### src/hdl/fmqd_pkg.sv
// fmqd_pkg: shared constants, types and coefficient tables of the fm demodulator
// no dependencies
`default_nettype none
package fmqd_pkg;
    localparam int TAPS = 64;
    localparam int TAP_W = $clog2(TAPS);
    localparam int BLOCK_LEN = 1000;
    localparam int FIRST_DECIM = 10;
    localparam int SECOND_DECIM = 5;
    localparam int N_DEC = BLOCK_LEN / FIRST_DECIM;
    localparam int N_OUT = N_DEC / SECOND_DECIM;
    localparam int POS_W = $clog2(BLOCK_LEN);
    localparam int PH1_W = $clog2(FIRST_DECIM + 1);
    localparam int DEC_W = $clog2(N_DEC + 1);
    localparam int PH2_W = $clog2(SECOND_DECIM + 1);
    localparam int OUT_W = $clog2(N_OUT + 1);
    localparam int SAMPLE_WIDTH = 16;
    localparam int COEF_W = 18;
    localparam int COEF_FRAC = 17;
    localparam int DISC_FRAC = 12;
    localparam int ACC_W = SAMPLE_WIDTH + COEF_W + TAP_W + 1;
    localparam int NUM_W = 2 * SAMPLE_WIDTH + 3;
    localparam int DEN_W = 2 * SAMPLE_WIDTH + 1;
    localparam int QUO_W = 41;
    localparam int QDEPTH = 2;

    typedef logic signed [SAMPLE_WIDTH-1:0] t_sample;
    typedef logic signed [COEF_W-1:0] t_coef;

    // one decimated job from front to back
    typedef struct packed {
        t_sample fi;
        t_sample fq;
        logic    first;
        logic    emit;
        logic    last;
    } t_job;

    function automatic t_coef channel_coef(input logic [TAP_W-1:0] idx);
        t_coef c;
        case (idx)
            6'd0, 6'd63: c = -18'sd75;      6'd1, 6'd62: c = -18'sd29;
            6'd2, 6'd61: c = 18'sd33;       6'd3, 6'd60: c = 18'sd104;
            6'd4, 6'd59: c = 18'sd170;      6'd5, 6'd58: c = 18'sd207;
            6'd6, 6'd57: c = 18'sd185;      6'd7, 6'd56: c = 18'sd83;
            6'd8, 6'd55: c = -18'sd100;     6'd9, 6'd54: c = -18'sd332;
            6'd10, 6'd53: c = -18'sd544;    6'd11, 6'd52: c = -18'sd648;
            6'd12, 6'd51: c = -18'sd562;    6'd13, 6'd50: c = -18'sd242;
            6'd14, 6'd49: c = 18'sd284;     6'd15, 6'd48: c = 18'sd903;
            6'd16, 6'd47: c = 18'sd1432;    6'd17, 6'd46: c = 18'sd1658;
            6'd18, 6'd45: c = 18'sd1402;    6'd19, 6'd44: c = 18'sd592;
            6'd20, 6'd43: c = -18'sd684;    6'd21, 6'd42: c = -18'sd2161;
            6'd22, 6'd41: c = -18'sd3426;   6'd23, 6'd40: c = -18'sd3999;
            6'd24, 6'd39: c = -18'sd3447;   6'd25, 6'd38: c = -18'sd1505;
            6'd26, 6'd37: c = 18'sd1829;    6'd27, 6'd36: c = 18'sd6250;
            6'd28, 6'd35: c = 18'sd11182;   6'd29, 6'd34: c = 18'sd15872;
            6'd30, 6'd33: c = 18'sd19544;   6'd31, 6'd32: c = 18'sd21560;
            default: c = '0;
        endcase
        return c;
    endfunction

    function automatic t_coef audio_coef(input logic [TAP_W-1:0] idx);
        t_coef c;
        case (idx)
            6'd0, 6'd63: c = -18'sd48;      6'd1, 6'd62: c = -18'sd18;
            6'd2, 6'd61: c = 18'sd20;       6'd3, 6'd60: c = 18'sd67;
            6'd4, 6'd59: c = 18'sd124;      6'd5, 6'd58: c = 18'sd191;
            6'd6, 6'd57: c = 18'sd258;      6'd7, 6'd56: c = 18'sd315;
            6'd8, 6'd55: c = 18'sd346;      6'd9, 6'd54: c = 18'sd332;
            6'd10, 6'd53: c = 18'sd256;     6'd11, 6'd52: c = 18'sd105;
            6'd12, 6'd51: c = -18'sd124;    6'd13, 6'd50: c = -18'sd425;
            6'd14, 6'd49: c = -18'sd775;    6'd15, 6'd48: c = -18'sd1138;
            6'd16, 6'd47: c = -18'sd1464;   6'd17, 6'd46: c = -18'sd1695;
            6'd18, 6'd45: c = -18'sd1767;   6'd19, 6'd44: c = -18'sd1618;
            6'd20, 6'd43: c = -18'sd1199;   6'd21, 6'd42: c = -18'sd478;
            6'd22, 6'd41: c = 18'sd555;     6'd23, 6'd40: c = 18'sd1879;
            6'd24, 6'd39: c = 18'sd3446;    6'd25, 6'd38: c = 18'sd5179;
            6'd26, 6'd37: c = 18'sd6978;    6'd27, 6'd36: c = 18'sd8729;
            6'd28, 6'd35: c = 18'sd10313;   6'd29, 6'd34: c = 18'sd11618;
            6'd30, 6'd33: c = 18'sd12546;   6'd31, 6'd32: c = 18'sd13029;
            default: c = '0;
        endcase
        return c;
    endfunction

    // round half up by COEF_FRAC and saturate to a sample
    function automatic t_sample round_sat(input logic signed [ACC_W-1:0] acc);
        logic signed [ACC_W-1:0] r;
        r = (acc + (ACC_W)'(1 << (COEF_FRAC - 1))) >>> COEF_FRAC;
        if (r > (ACC_W)'(32767)) return 16'sh7fff;
        if (r < -(ACC_W)'(32768)) return 16'sh8000;
        return r[SAMPLE_WIDTH-1:0];
    endfunction
endpackage
`default_nettype wire

### src/hdl/fmqd_queue.sv
// fmqd_queue: short fifo of decimated jobs between front and back
// depends on fmqd_pkg
`default_nettype none
module fmqd_queue (
    input  wire logic           i_clk,
    input  wire logic           i_rst_n,
    input  wire logic           i_valid,
    output logic                o_ready,
    input  wire fmqd_pkg::t_job i_job,
    output logic                o_valid,
    input  wire logic           i_ready,
    output fmqd_pkg::t_job      o_job
);
    localparam int AW = $clog2(fmqd_pkg::QDEPTH);
    fmqd_pkg::t_job r_mem [fmqd_pkg::QDEPTH];
    logic [AW-1:0] r_wp, r_rp;
    logic [AW:0] r_cnt;
    logic w_push, w_pop;

    assign o_ready = (r_cnt != (AW+1)'(fmqd_pkg::QDEPTH));
    assign o_valid = (r_cnt != '0);
    assign o_job = r_mem[r_rp];
    assign w_push = i_valid && o_ready;
    assign w_pop = o_valid && i_ready;

    // storage and pointers
    always_ff @(posedge i_clk) begin
        if (w_push) r_mem[r_wp] <= i_job;
        if (!i_rst_n) begin
            r_wp <= '0; r_rp <= '0; r_cnt <= '0;
        end else begin
            if (w_push) r_wp <= r_wp + 1'b1;
            if (w_pop) r_rp <= r_rp + 1'b1;
            r_cnt <= r_cnt + (AW+1)'(w_push) - (AW+1)'(w_pop);
        end
    end
endmodule
`default_nettype wire

### config.mk
export PLATFORM = sky130hd
export DESIGN_NAME = fmqd_queue
export DESIGN_NICKNAME = d
export VERILOG_FILES = /design/src/hdl/fmqd_pkg.sv /design/src/hdl/fmqd_queue.sv
export SDC_FILE = /design/constraint.sdc
export NUM_CORES = 1
export LEC_CHECK = 0
export BUFFER_PORTS_ARGS = -buffer_cell sky130_fd_sc_hd__buf_2
export CAP_MARGIN = 20
export CORE_MARGIN = 5
export CORE_UTILIZATION = 48
export CTS_BUF_LIST = sky130_fd_sc_hd__clkbuf_8
export CTS_CLUSTER_SIZE = 40
export DETAILED_ROUTE_END_ITERATION = 6
export PLACE_DENSITY = 0.77
export SYNTH_ARGS = -nofsm -noshare
export SYNTH_HDL_FRONTEND = slang
export SYNTH_SLANG_ARGS = --single-unit
### constraint.sdc
create_clock -name i_clk -period 1.73 [get_ports i_clk]
set_input_delay 0.0865 -clock i_clk [delete_from_list [all_inputs] [get_ports i_clk]]
set_output_delay 0.0865 -clock i_clk [all_outputs]
set_load 0.1 [all_outputs]
==> flow_summary.json <==
{
  "place_area_sq_um": 3680,
  "maxCapViolCount": 0,
  "wirelength_mm": 5.39,
  "drv_slew": 0,
  "synth_cell_types": 25,
  "yosys-mux-area-fraction": 0.144,
  "grt_pass1_vias": 1834,
  "fin_setup_tns_ps": 0,
  "port_buffers": 75,
  "cp-start-kind": "register",
  "grt_setup_unrepaired": "no",
  "total_power_w": 0.00661,
  "wire_per_inst_um": 16.1,
  "numCtsBuffers": 9,
  "std_cell_rows": 27,
  "powerDensity_nw_per_um2": 1570,
  "worstPathRequired_ps": 1640,
  "grt_pass1_wl_mm": 8.60,
  "worst_setup_path_end_kind": "primary output",
  "fin_worst_skew_ps": 8.57,
  "intPower_w": 0.00385,
  "path_class": "reg -> out",
  "numClockSinks": 75,
  "whs_ps": 48.5,
  "setup_viol": 0,
  "postCtsSetupBuffers": 0,
  "route.detailed.drc": 0,
  "yosys.area_share.simple": 0.0264,
  "period_minus_slack_ps": 1640,
  "seq_power_share": 0.346,
  "start_util": 0.502,
  "clock-root-buffer": "clkbuf_8",
  "clockBufferDepth": 2,
  "cts_tree": "done",
  "hpwl_mm": 3.52,
  "fin_crit_sh": 0.951,
  "gp_congestion": 0.714,
  "pwr-share-comb": 0.476,
  "worst_ep_arrival_time_ps": 1560,
  "path_depth": 3,
  "antenna_found_initial": 0,
  "max-slew-margin-rel": 0.671,
  "nFillCells": 312,
  "ys_ff_latch": 75,
  "crit_fanout": 35,
  "path_cells": "buf_12, mux2_1, buf_2",
  "io_pins": 76,
  "die_w_um": 86.3,
  "hold_depth": 2,
  "path_clk_slew_ps": 70,
  "vias_per_cell": 4.84,
  "hp-class": "in -> reg",
  "worst-path-buf-inv": 2,
  "peakVddDrop_v": 0.00114,
  "grt_util_all_layers": 0.153,
  "dp.cells": 286,
  "dr.first_iter.drc_count": 67,
  "yosysWarnings": 0,
  "fin_nets": 300,
  "overflow": 0,
  "ys_seq_area_frac": 0.787,
  "crit_path_end": "o_job[19]",
  "syn-cell-area_sq_um": 2800,
  "clk_latency_ps": 330,
  "grt_max_degree": 36,
  "core_sq_um": 5570,
  "critPathTopFamily": "buffers and inverters",
  "syn_area_per_cell_sq_um": 20.3,
  "finalHoldViolCount": 0,
  "synth_nets": 178,
  "finalInstanceArea_sq_um": 4200,
  "switchingPower_w": 0.00276,
  "stdcell_count": 335,
  "synth-xor-area-share": 0.00313,
  "vias": 1623,
  "synth_top_family_by_area": "multiplexers",
  "tightest_slew_ps": 497,
  "rr_worst_depth": 4,
  "slowest_delay_ps": 370,
  "ant_nets": 0,
  "worstReg2RegStart": "r_cnt[0]",
  "timing.rr.end": "r_mem[0][23]",
  "fmax_mhz": 608,
  "dr.pass1.iters": 4,
  "cts_max_level": 3,
  "layout-drive-gt1-share": 0.477,
  "synthToLayoutAreaGrowth_pct": 50.1,
  "status": "finished clean",
  "p_clk_frac": 0.178,
  "switching_share": 0.417,
  "synthAdderAreaFrac": 0.00447,
  "die_h_um": 86.3,
  "synth_compound_area_frac": 0.0192,
  "reg2reg_slack_ps": 340,
  "leakagePower_nw": 1.60,
  "crit_slowest_cell": "mux2_1",
  "synthCells": 138,
  "dieArea_sq_um": 7460
}
cell families (layout without fill, tap and decap cells):
group / after synthesis / after routing
other: 0 / 1
AND/OR/NAND/NOR: 13 / 13
AO/OA/AOI/OAI: 7 / 7
XOR/XNOR: 1 / 1
adder cells (fa/ha/maj): 1 / 1
buffers and inverters: 5 / 129
flip-flops: 75 / 75
multiplexers: 36 / 36
power by group through the flow:
| stage | clock, W | sequential, W | combinational (W) |
|---|---|---|---|
| CTS | 0.00122 | 0.00229 | 0.00317 |
| floorplan | 0 | 0.00230 | 0.00222 |
| global placement | 0 | 0.00231 | 0.00309 |
| detailed placement | 0 | 0.00233 | 0.00310 |
| finish | 0.00118 | 0.00229 | 0.00315 |
| global route | 0.00130 | 0.00230 | 0.00324 |
worst min path at each step:
| stage | start | endpoint |
|---|---|---|
| after floorplan | i_job[0] | r_mem[0][0] |
| after CTS | i_rst_n | r_cnt[0] |
| after global routing | i_rst_n | r_rp |
| after detailed placement | i_job[2] | r_mem[0][2] |
| after global placement | i_job[8] | r_mem[1][8] |
| final | i_rst_n | r_rp |
cell usage in the layout (no fill, tap or decap), types with 2 or more instances in the layout:
cell,count
buf_2,50
and2_1,3
clkbuf_8,9
dfxtp_1,2
mux2_1,10
dfxtp_2,3
mux2_2,25
buf_12,27
clkinv_2,3
edfxtp_1,70
buf_4,3
nor2_1,2
dlygate4sd3_1,35
a21bo_1,2
per-stage QoR:
stage / setup WS (ps) / utilization
after floorplan: -23.1 / -
after global placement: 371 / 0.660
after detailed placement: 335 / 0.660
after CTS: 70.5 / 0.753
after global routing: 34.2 / 0.753
final: 85.6 / 0.754
worst reg2reg max path: stages (launching register included):
cell and delay, ps:
dfxtp_2 400, nand2b_4 160, nand3b_1 130, clkinvlp_4 100, buf_4 280
state kept, by name (all words and copies together) (netlist names), named ones only:
name,count
r_mem,70
r_cnt,2
r_wp,1
r_rp,1
what timing repair did:
item	in CTS	in global routing
gates resized for setup	0	0
hold endpoints to repair	70	0
hold buffers	35	0
cell type report:
class	instances	area, sq um	area share
well taps	72	90.1	0.0214
repair buffers	115	1160	0.277
clock inverters	4	45.0	0.0107
diodes	1	2.50	0.000596
clock buffers	9	124	0.0295
multi-input cells	58	562	0.134
inverters	1	7.51	0.00179
flip-flops and latches	75	2210	0.525
synthesized netlist by cell type (all sizes together):
master,instances,area share
edfxtp,70,0.75
inv,1,0.0013
and3,1,0.0022
nor2b,1,0.0022
nor2,2,0.0027
mux2i,1,0.0036
dfxtp,5,0.036
ha,1,0.0045
nand3,1,0.0018
mux2,35,0.14
a32oi,1,0.0031
a211oi,1,0.0027
xnor2,1,0.0031
and2,3,0.0067
nand2,1,0.0013
o21ai,2,0.0036
buf,4,0.014
nand3b,1,0.0027
a21boi,1,0.0027
a21bo,2,0.0072
nand2b,2,0.0045
or2,1,0.0022
per-layer routing:
| layer | share of wire | GRT usage | vias up |
|---|---|---|---|
| met5 | 0 | 0 | - |
| met2 | 0.53 | 0.267 | 58 |
| met1 | 0.39 | 0.170 | 781 |
| met3 | 0.068 | 0.0428 | 7 |
| li1 | - | - | 777 |
| met4 | 0.016 | 0.0793 | 0 |
Power figures use the tool's default switching activity.
