`src/hdl/fmqd_pkg.sv`:
```
// fmqd_pkg: shared constants, types and coefficient tables of the fm demodulator
// no dependencies
`default_nettype none
package fmqd_pkg;
    localparam int TAPS = 64;
    localparam int TAP_W = $clog2(TAPS);
    localparam int BLOCK_LEN = 1000;
    localparam int FIRST_DECIM = 10;
    localparam int SECOND_DECIM = 5;
    localparam int N_DEC = BLOCK_LEN / FIRST_DECIM;
    localparam int N_OUT = N_DEC / SECOND_DECIM;
    localparam int POS_W = $clog2(BLOCK_LEN);
    localparam int PH1_W = $clog2(FIRST_DECIM + 1);
    localparam int DEC_W = $clog2(N_DEC + 1);
    localparam int PH2_W = $clog2(SECOND_DECIM + 1);
    localparam int OUT_W = $clog2(N_OUT + 1);
    localparam int SAMPLE_WIDTH = 16;
    localparam int COEF_W = 18;
    localparam int COEF_FRAC = 17;
    localparam int DISC_FRAC = 12;
    localparam int ACC_W = SAMPLE_WIDTH + COEF_W + TAP_W + 1;
    localparam int NUM_W = 2 * SAMPLE_WIDTH + 3;
    localparam int DEN_W = 2 * SAMPLE_WIDTH + 1;
    localparam int QUO_W = 41;
    localparam int QDEPTH = 2;

    typedef logic signed [SAMPLE_WIDTH-1:0] t_sample;
    typedef logic signed [COEF_W-1:0] t_coef;

    // one decimated job from front to back
    typedef struct packed {
        t_sample fi;
        t_sample fq;
        logic    first;
        logic    emit;
        logic    last;
    } t_job;

    function automatic t_coef channel_coef(input logic [TAP_W-1:0] idx);
        t_coef c;
        case (idx)
            6'd0, 6'd63: c = -18'sd75;      6'd1, 6'd62: c = -18'sd29;
            6'd2, 6'd61: c = 18'sd33;       6'd3, 6'd60: c = 18'sd104;
            6'd4, 6'd59: c = 18'sd170;      6'd5, 6'd58: c = 18'sd207;
            6'd6, 6'd57: c = 18'sd185;      6'd7, 6'd56: c = 18'sd83;
            6'd8, 6'd55: c = -18'sd100;     6'd9, 6'd54: c = -18'sd332;
            6'd10, 6'd53: c = -18'sd544;    6'd11, 6'd52: c = -18'sd648;
            6'd12, 6'd51: c = -18'sd562;    6'd13, 6'd50: c = -18'sd242;
            6'd14, 6'd49: c = 18'sd284;     6'd15, 6'd48: c = 18'sd903;
            6'd16, 6'd47: c = 18'sd1432;    6'd17, 6'd46: c = 18'sd1658;
            6'd18, 6'd45: c = 18'sd1402;    6'd19, 6'd44: c = 18'sd592;
            6'd20, 6'd43: c = -18'sd684;    6'd21, 6'd42: c = -18'sd2161;
            6'd22, 6'd41: c = -18'sd3426;   6'd23, 6'd40: c = -18'sd3999;
            6'd24, 6'd39: c = -18'sd3447;   6'd25, 6'd38: c = -18'sd1505;
            6'd26, 6'd37: c = 18'sd1829;    6'd27, 6'd36: c = 18'sd6250;
            6'd28, 6'd35: c = 18'sd11182;   6'd29, 6'd34: c = 18'sd15872;
            6'd30, 6'd33: c = 18'sd19544;   6'd31, 6'd32: c = 18'sd21560;
            default: c = '0;
        endcase
        return c;
    endfunction

    function automatic t_coef audio_coef(input logic [TAP_W-1:0] idx);
        t_coef c;
        case (idx)
            6'd0, 6'd63: c = -18'sd48;      6'd1, 6'd62: c = -18'sd18;
            6'd2, 6'd61: c = 18'sd20;       6'd3, 6'd60: c = 18'sd67;
            6'd4, 6'd59: c = 18'sd124;      6'd5, 6'd58: c = 18'sd191;
            6'd6, 6'd57: c = 18'sd258;      6'd7, 6'd56: c = 18'sd315;
            6'd8, 6'd55: c = 18'sd346;      6'd9, 6'd54: c = 18'sd332;
            6'd10, 6'd53: c = 18'sd256;     6'd11, 6'd52: c = 18'sd105;
            6'd12, 6'd51: c = -18'sd124;    6'd13, 6'd50: c = -18'sd425;
            6'd14, 6'd49: c = -18'sd775;    6'd15, 6'd48: c = -18'sd1138;
            6'd16, 6'd47: c = -18'sd1464;   6'd17, 6'd46: c = -18'sd1695;
            6'd18, 6'd45: c = -18'sd1767;   6'd19, 6'd44: c = -18'sd1618;
            6'd20, 6'd43: c = -18'sd1199;   6'd21, 6'd42: c = -18'sd478;
            6'd22, 6'd41: c = 18'sd555;     6'd23, 6'd40: c = 18'sd1879;
            6'd24, 6'd39: c = 18'sd3446;    6'd25, 6'd38: c = 18'sd5179;
            6'd26, 6'd37: c = 18'sd6978;    6'd27, 6'd36: c = 18'sd8729;
            6'd28, 6'd35: c = 18'sd10313;   6'd29, 6'd34: c = 18'sd11618;
            6'd30, 6'd33: c = 18'sd12546;   6'd31, 6'd32: c = 18'sd13029;
            default: c = '0;
        endcase
        return c;
    endfunction

    // round half up by COEF_FRAC and saturate to a sample
    function automatic t_sample round_sat(input logic signed [ACC_W-1:0] acc);
        logic signed [ACC_W-1:0] r;
        r = (acc + (ACC_W)'(1 << (COEF_FRAC - 1))) >>> COEF_FRAC;
        if (r > (ACC_W)'(32767)) return 16'sh7fff;
        if (r < -(ACC_W)'(32768)) return 16'sh8000;
        return r[SAMPLE_WIDTH-1:0];
    endfunction
endpackage
`default_nettype wire

```
`src/hdl/fmqd_front.sv`:
```
// fmqd_front: channel fir on i and q, block position tracking, decimation
// depends on fmqd_pkg
`default_nettype none
module fmqd_front (
    input  wire logic              i_clk,
    input  wire logic              i_rst_n,
    input  wire logic              i_valid,
    output logic                   o_ready,
    input  wire fmqd_pkg::t_sample i_i,
    input  wire fmqd_pkg::t_sample i_q,
    output logic                   o_job_valid,
    input  wire logic              i_job_ready,
    output fmqd_pkg::t_job         o_job
);
    typedef enum logic [2:0] {S_IDLE, S_MAC, S_DRAIN, S_DONE, S_PUSH} t_state;

    t_state r_state;
    fmqd_pkg::t_sample r_iline [fmqd_pkg::TAPS];
    fmqd_pkg::t_sample r_qline [fmqd_pkg::TAPS];
    fmqd_pkg::t_sample r_rd_i, r_rd_q;
    logic [fmqd_pkg::TAP_W-1:0] r_wp, r_ra, r_rtap;
    logic [fmqd_pkg::TAP_W:0] r_fill;
    logic r_rv, r_rz;
    logic [fmqd_pkg::TAP_W-1:0] r_tap;
    logic signed [fmqd_pkg::ACC_W-1:0] r_acc_i, r_acc_q;
    logic signed [fmqd_pkg::ACC_W-1:0] r_pi, r_pq;
    logic r_pvalid;
    logic [fmqd_pkg::PH1_W-1:0] r_ph1;
    logic [fmqd_pkg::DEC_W-1:0] r_dec;
    logic [fmqd_pkg::PH2_W-1:0] r_ph2;
    logic [fmqd_pkg::OUT_W-1:0] r_outn;
    logic [fmqd_pkg::POS_W-1:0] r_pos;
    logic r_take;
    fmqd_pkg::t_job r_job;
    fmqd_pkg::t_coef w_c;
    fmqd_pkg::t_sample w_xi, w_xq;

    assign o_ready = (r_state == S_IDLE);
    assign o_job_valid = (r_state == S_PUSH);
    assign o_job = r_job;
    assign w_c = fmqd_pkg::channel_coef(r_rtap);
    // taps not yet filled since reset read as zero
    assign w_xi = r_rz ? fmqd_pkg::t_sample'(0) : r_rd_i;
    assign w_xq = r_rz ? fmqd_pkg::t_sample'(0) : r_rd_q;

    // circular delay lines, written on each accepted transaction, registered read
    always_ff @(posedge i_clk) begin
        if (i_rst_n && i_valid && o_ready) begin
            r_iline[r_wp] <= i_i;
            r_qline[r_wp] <= i_q;
        end
        r_rd_i <= r_iline[r_ra];
        r_rd_q <= r_qline[r_ra];
    end

    // sequencer: one shared mac per channel, one tap per cycle, read and product registered
    always_ff @(posedge i_clk) begin
        if (!i_rst_n) begin
            r_state <= S_IDLE;
            r_pos <= '0; r_ph1 <= '0; r_dec <= '0; r_ph2 <= '0; r_outn <= '0;
            r_pvalid <= 1'b0; r_tap <= '0; r_take <= 1'b0;
            r_wp <= '0; r_ra <= '0; r_fill <= '0; r_rv <= 1'b0;
        end else begin
            case (r_state)
                S_IDLE: begin
                    if (i_valid) begin
                        r_take <= (r_ph1 == '0) && (r_dec < fmqd_pkg::DEC_W'(fmqd_pkg::N_DEC));
                        r_job.first <= (r_dec == '0);
                        r_job.emit <= (r_ph2 == '0)
                            && (r_outn < fmqd_pkg::OUT_W'(fmqd_pkg::N_OUT));
                        r_job.last <= (r_outn == fmqd_pkg::OUT_W'(fmqd_pkg::N_OUT - 1));
                        if (r_ph1 == '0 && r_dec < fmqd_pkg::DEC_W'(fmqd_pkg::N_DEC)) begin
                            r_dec <= r_dec + 1'b1;
                            if (r_ph2 == fmqd_pkg::PH2_W'(fmqd_pkg::SECOND_DECIM - 1)) begin
                                r_ph2 <= '0;
                            end else begin
                                r_ph2 <= r_ph2 + 1'b1;
                            end
                            if (r_ph2 == '0) r_outn <= r_outn + 1'b1;
                        end
                        r_ph1 <= (r_ph1 == fmqd_pkg::PH1_W'(fmqd_pkg::FIRST_DECIM - 1))
                            ? '0 : r_ph1 + 1'b1;
                        if (r_pos == fmqd_pkg::POS_W'(fmqd_pkg::BLOCK_LEN - 1)) begin
                            r_pos <= '0; r_ph1 <= '0; r_dec <= '0; r_ph2 <= '0;
                            r_outn <= '0;
                        end else begin
                            r_pos <= r_pos + 1'b1;
                        end
                        // newest sample sits at the write pointer
                        r_ra <= r_wp;
                        r_wp <= r_wp + 1'b1;
                        if (r_fill != (fmqd_pkg::TAP_W+1)'(fmqd_pkg::TAPS)) begin
                            r_fill <= r_fill + 1'b1;
                        end
                        r_tap <= '0; r_rv <= 1'b0; r_pvalid <= 1'b0;
                        r_acc_i <= '0; r_acc_q <= '0;
                        r_state <= S_MAC;
                    end
                end
                S_MAC: begin
                    r_ra <= r_ra - 1'b1;
                    r_rtap <= r_tap;
                    r_rz <= ({1'b0, r_tap} >= r_fill);
                    r_rv <= 1'b1;
                    if (r_rv) begin
                        r_pi <= (fmqd_pkg::ACC_W)'(w_xi * w_c);
                        r_pq <= (fmqd_pkg::ACC_W)'(w_xq * w_c);
                    end
                    r_pvalid <= r_rv;
                    if (r_pvalid) begin
                        r_acc_i <= r_acc_i + r_pi;
                        r_acc_q <= r_acc_q + r_pq;
                    end
                    r_tap <= r_tap + 1'b1;
                    if (r_tap == fmqd_pkg::TAP_W'(fmqd_pkg::TAPS - 1)) r_state <= S_DRAIN;
                end
                S_DRAIN: begin
                    r_pi <= (fmqd_pkg::ACC_W)'(w_xi * w_c);
                    r_pq <= (fmqd_pkg::ACC_W)'(w_xq * w_c);
                    r_acc_i <= r_acc_i + r_pi;
                    r_acc_q <= r_acc_q + r_pq;
                    r_state <= S_DONE;
                end
                S_DONE: begin
                    r_job.fi <= fmqd_pkg::round_sat(r_acc_i + r_pi);
                    r_job.fq <= fmqd_pkg::round_sat(r_acc_q + r_pq);
                    r_state <= r_take ? S_PUSH : S_IDLE;
                end
                S_PUSH: begin
                    if (i_job_ready) r_state <= S_IDLE;
                end
                default: r_state <= S_IDLE;
            endcase
        end
    end
endmodule
`default_nettype wire

```
`config.mk`:
```
export PLATFORM = sky130hd
export DESIGN_NAME = fmqd_front
export DESIGN_NICKNAME = d
export VERILOG_FILES = /design/src/hdl/fmqd_pkg.sv /design/src/hdl/fmqd_front.sv
export SDC_FILE = /design/constraint.sdc
export NUM_CORES = 2
export LEC_CHECK = 0
export CORE_MARGIN = 10
export CORE_UTILIZATION = 65
export DETAILED_ROUTE_END_ITERATION = 16
export DONT_BUFFER_PORTS = 1
export GPL_ROUTABILITY_DRIVEN = 1
export PLACE_DENSITY = 0.79
export SYNTH_ARGS = -nofsm -noshare
export SYNTH_HDL_FRONTEND = slang
export SYNTH_SLANG_ARGS = --single-unit
```
`constraint.sdc`:
```
create_clock -name i_clk -period 14.2 [get_ports i_clk]
set_clock_uncertainty 0.15 [all_clocks]
set_input_delay 0 -clock i_clk [delete_from_list [all_inputs] [get_ports i_clk]]
set_output_delay 0 -clock i_clk [all_outputs]
set_load 0.005 [all_outputs]
```
==> results_dict.tcl <==
set metrics [dict create \
    status "completed" \
    cts_max_level 4 \
    clock-sinks 2348 \
    num_rows 154 \
    hp-class "input pin to flip-flop" \
    gp_congestion 0.8732 \
    grt_max_degree 133 \
    synthesis.area_um2 115900 \
    fp.dieW_um 442.3 \
    viasPerCell 7.002 \
    cp_num_buf_inv 7 \
    antenna_found_initial 29 \
    cts_made_buffers 219 \
    start_util 0.6559 \
    clkTransAtPathRegs_ns 0.08 \
    layout_common_cells "edfxtp_1, mux4_2, inv_1, fa_1, nand2_1" \
    cp_max_fo 32 \
    detail_route.wl_per_cell_um 34.08 \
    r2r-start "r_rz$_DFFE_PP_" \
    synth_cells 7104 \
    drtIter0Drc 10054 \
    cts_buffer_depth 3 \
    slew_headroom 0.1108 \
    slowest_delay_ns 0.91 \
    fin_nets 8121 \
    drt-total-wl_mm 333.7 \
    syn_to_final_growth_pct 10.51 \
    worst_pin_slew_ns 1.329 \
    synth-edff-count 2240 \
    synth_warnings 0 \
    setup_tns_ns 0 \
    slowest_stage "nor2b_1" \
    wl_met2_mm 165.0 \
    critPathArrivalTime_ns 9.56 \
    drtAntennaViolNets 0 \
    clock.fmax_mhz 109.4 \
    ios 73 \
    cts_resized 0 \
    multi_input_area_um2 43260 \
    wirelength_met1_mm 106.6 \
    syn_avg_cell_area_um2 16.31 \
    synth-async-reset-ratio 0 \
    mostFrequentLayoutCell "edfxtp_1" \
    finalCriticalPeriod_ns 9.143 \
    num_vias 68563 \
    port_buffers 0 \
    grt_pass1_wl_mm 490.3 \
    synth_cell_type_count 104 \
    final.fill_count 10130 \
    synth_top_flop_cell "edfxtp_1" \
    worstSetupEndpointType "flip-flop" \
    critical-path-top-delay-family "adder cells" \
    maxCapViolCount 0 \
    fin_crit_sh 0.6439 \
    clkLatencyLatePin_ns 0.95 \
    grt.total_usage 0.3428 \
    rsz0062_at_grt "no" \
    worstPathRequired_ns 14.62 \
    layout-drive-gt1-share 0.1770 \
    worstSetupPathType "flip-flop to flip-flop" \
    highest_layer "met5" \
    ys_seq_area_frac 0.5991 \
    grt_pass1_vias 70607 \
    startpoint "r_rz$_DFFE_PP_" \
    drt_first_pass_iters 6 \
    critPathLaunchType "flip-flop" \
    die-area_um2 195600 \
    die_y_um 442.3 \
    core_area_um2 176700 \
    cts_root_buffer "clkbuf_16" \
    dr_wl_met3_mm 38.20 \
    hold_viol 0 \
    dp_hpwl_mm 170.6 \
    ys_ff_latch 2348 \
    overflow 0 \
    ctsHoldBuffers 119 \
    regArea_um2 69450 \
    slew_viol_final 0 \
    cts_tree "yes" \
    post_cts_buffers 0 \
    syn-num-nets 7968 \
    drc 0 \
    setup_viol 0 \
    hp-start "i_q[7]" \
]
-- path summary, 6_finish.rpt --
check	end	slack, ns	cells past startpoint
worst min-delay path	r_qline[56][7]$_DFFE_PP_	0.03	2
worst max register to register	r_pi[39]$_DFFE_PP_	5.06	27
worst max-delay path	r_pi[39]$_DFFE_PP_	5.06	27
worst min register to register	r_take$_SDFFE_PN0P_	0.32	2
-- sequential cells by signal, indices dropped and copies added, names as in the netlist, 5 cells and up --
signal,flops
r_pi,34
r_rtap,6
r_qline,1024
r_dec,7
r_pos,10
r_rd_q,16
r_fill,7
r_acc_q,41
r_acc_i,41
o_job,35
r_tap,6
r_outn,5
r_wp,6
r_ra,6
r_pq,34
r_iline,1024
r_rd_i,16
w_c,16
-- layout make-up --
type,instances,area share
Antenna cell,10,0.0001954
Clock buffer,282,0.04510
Clock inverter,124,0.009251
Inverter,645,0.01890
Multi-Input combinational cell,3785,0.3378
Sequential cell,2348,0.5422
Tap cell,2340,0.02286
Timing Repair Buffer,258,0.02370
-- cell usage after synthesis (26+ instances only) --
library cell | n | share of area
fa_1 | 544 | 0.094
o211ai_1 | 28 | 0.0018
a21o_1 | 68 | 0.0044
nor3_1 | 64 | 0.0028
inv_1 | 644 | 0.021
nand2_1 | 421 | 0.014
nand3_1 | 54 | 0.0023
nor2_1 | 318 | 0.010
nand4_1 | 38 | 0.0021
edfxtp_1 | 2240 | 0.58
mux4_2 | 664 | 0.13
xnor2_1 | 115 | 0.0087
nor2b_1 | 69 | 0.0037
o21ai_0 | 137 | 0.0059
xor2_1 | 70 | 0.0053
clkbuf_1 | 230 | 0.0074
and3_1 | 27 | 0.0015
and2_1 | 281 | 0.015
a31oi_1 | 28 | 0.0015
nand2b_1 | 34 | 0.0018
buf_1 | 73 | 0.0024
dfxtp_1 | 108 | 0.019
a211oi_1 | 26 | 0.0017
a21oi_1 | 175 | 0.0076
ha_1 | 284 | 0.031
-- routing by layer --
layer	vias to the layer above	global-route usage
li1	26853	-
met1	34754	0.4177
met5	-	0
met4	16	0.1925
met2	5544	0.5668
met3	1396	0.08169
-- per-stage QoR --
step / cells / hold slack (ns) / setup WS (ns) / instance area (um2) / util
2_1_floorplan: 7104 / -0.05113 / 6.568 / 115900 / -
3_5_place_dp: 9257 / -0.04653 / 5.234 / 119100 / 0.6743
3_3_place_gp: 9257 / -0.04674 / 5.486 / 119100 / 0.6743
5_1_grt: 9782 / 0.01470 / 4.089 / 128100 / 0.7247
4_1_cts: 9782 / 0.007176 / 5.100 / 128100 / 0.7247
6_report: 9792 / 0.02723 / 5.057 / 128100 / 0.7249
-- cells by family after synthesis --
group	count (synthesis)	synth area share
flip-flops	2348	0.5991
multiplexers	703	0.1326
AO/OA/AOI/OAI	659	0.03704
XOR/XNOR	186	0.01422
AND/OR/NAND/NOR	1409	0.06025
buffers and inverters	971	0.03220
adder cells (fa/ha/maj)	828	0.1246
-- worst reg2reg max path: stages, from the launching register on --
cell and delay, ns:
edfxtp_1 0.36, buf_4 0.25, nor2b_1 0.92, nand2_1 0.25, inv_1 0.18, fa_1 0.42, inv_1 0.09, fa_1 0.42
fa_1 0.53, inv_1 0.06, fa_1 0.50, fa_1 0.49, inv_1 0.05, fa_1 0.47, inv_1 0.04, ha_1 0.33
a21o_1 0.23, a2111oi_0 0.47, o21ai_0 0.28, a311oi_1 0.46, o21ai_0 0.25, and4_1 0.26, a2111oi_0 0.61, inv_1 0.09
a21oi_1 0.26, o21ai_0 0.13, a21oi_1 0.18, xnor2_1 0.07
Power is left out: the tool's default activity adds up to more than one toggle a clock period on the data nets, which glitch-free logic cannot reach.
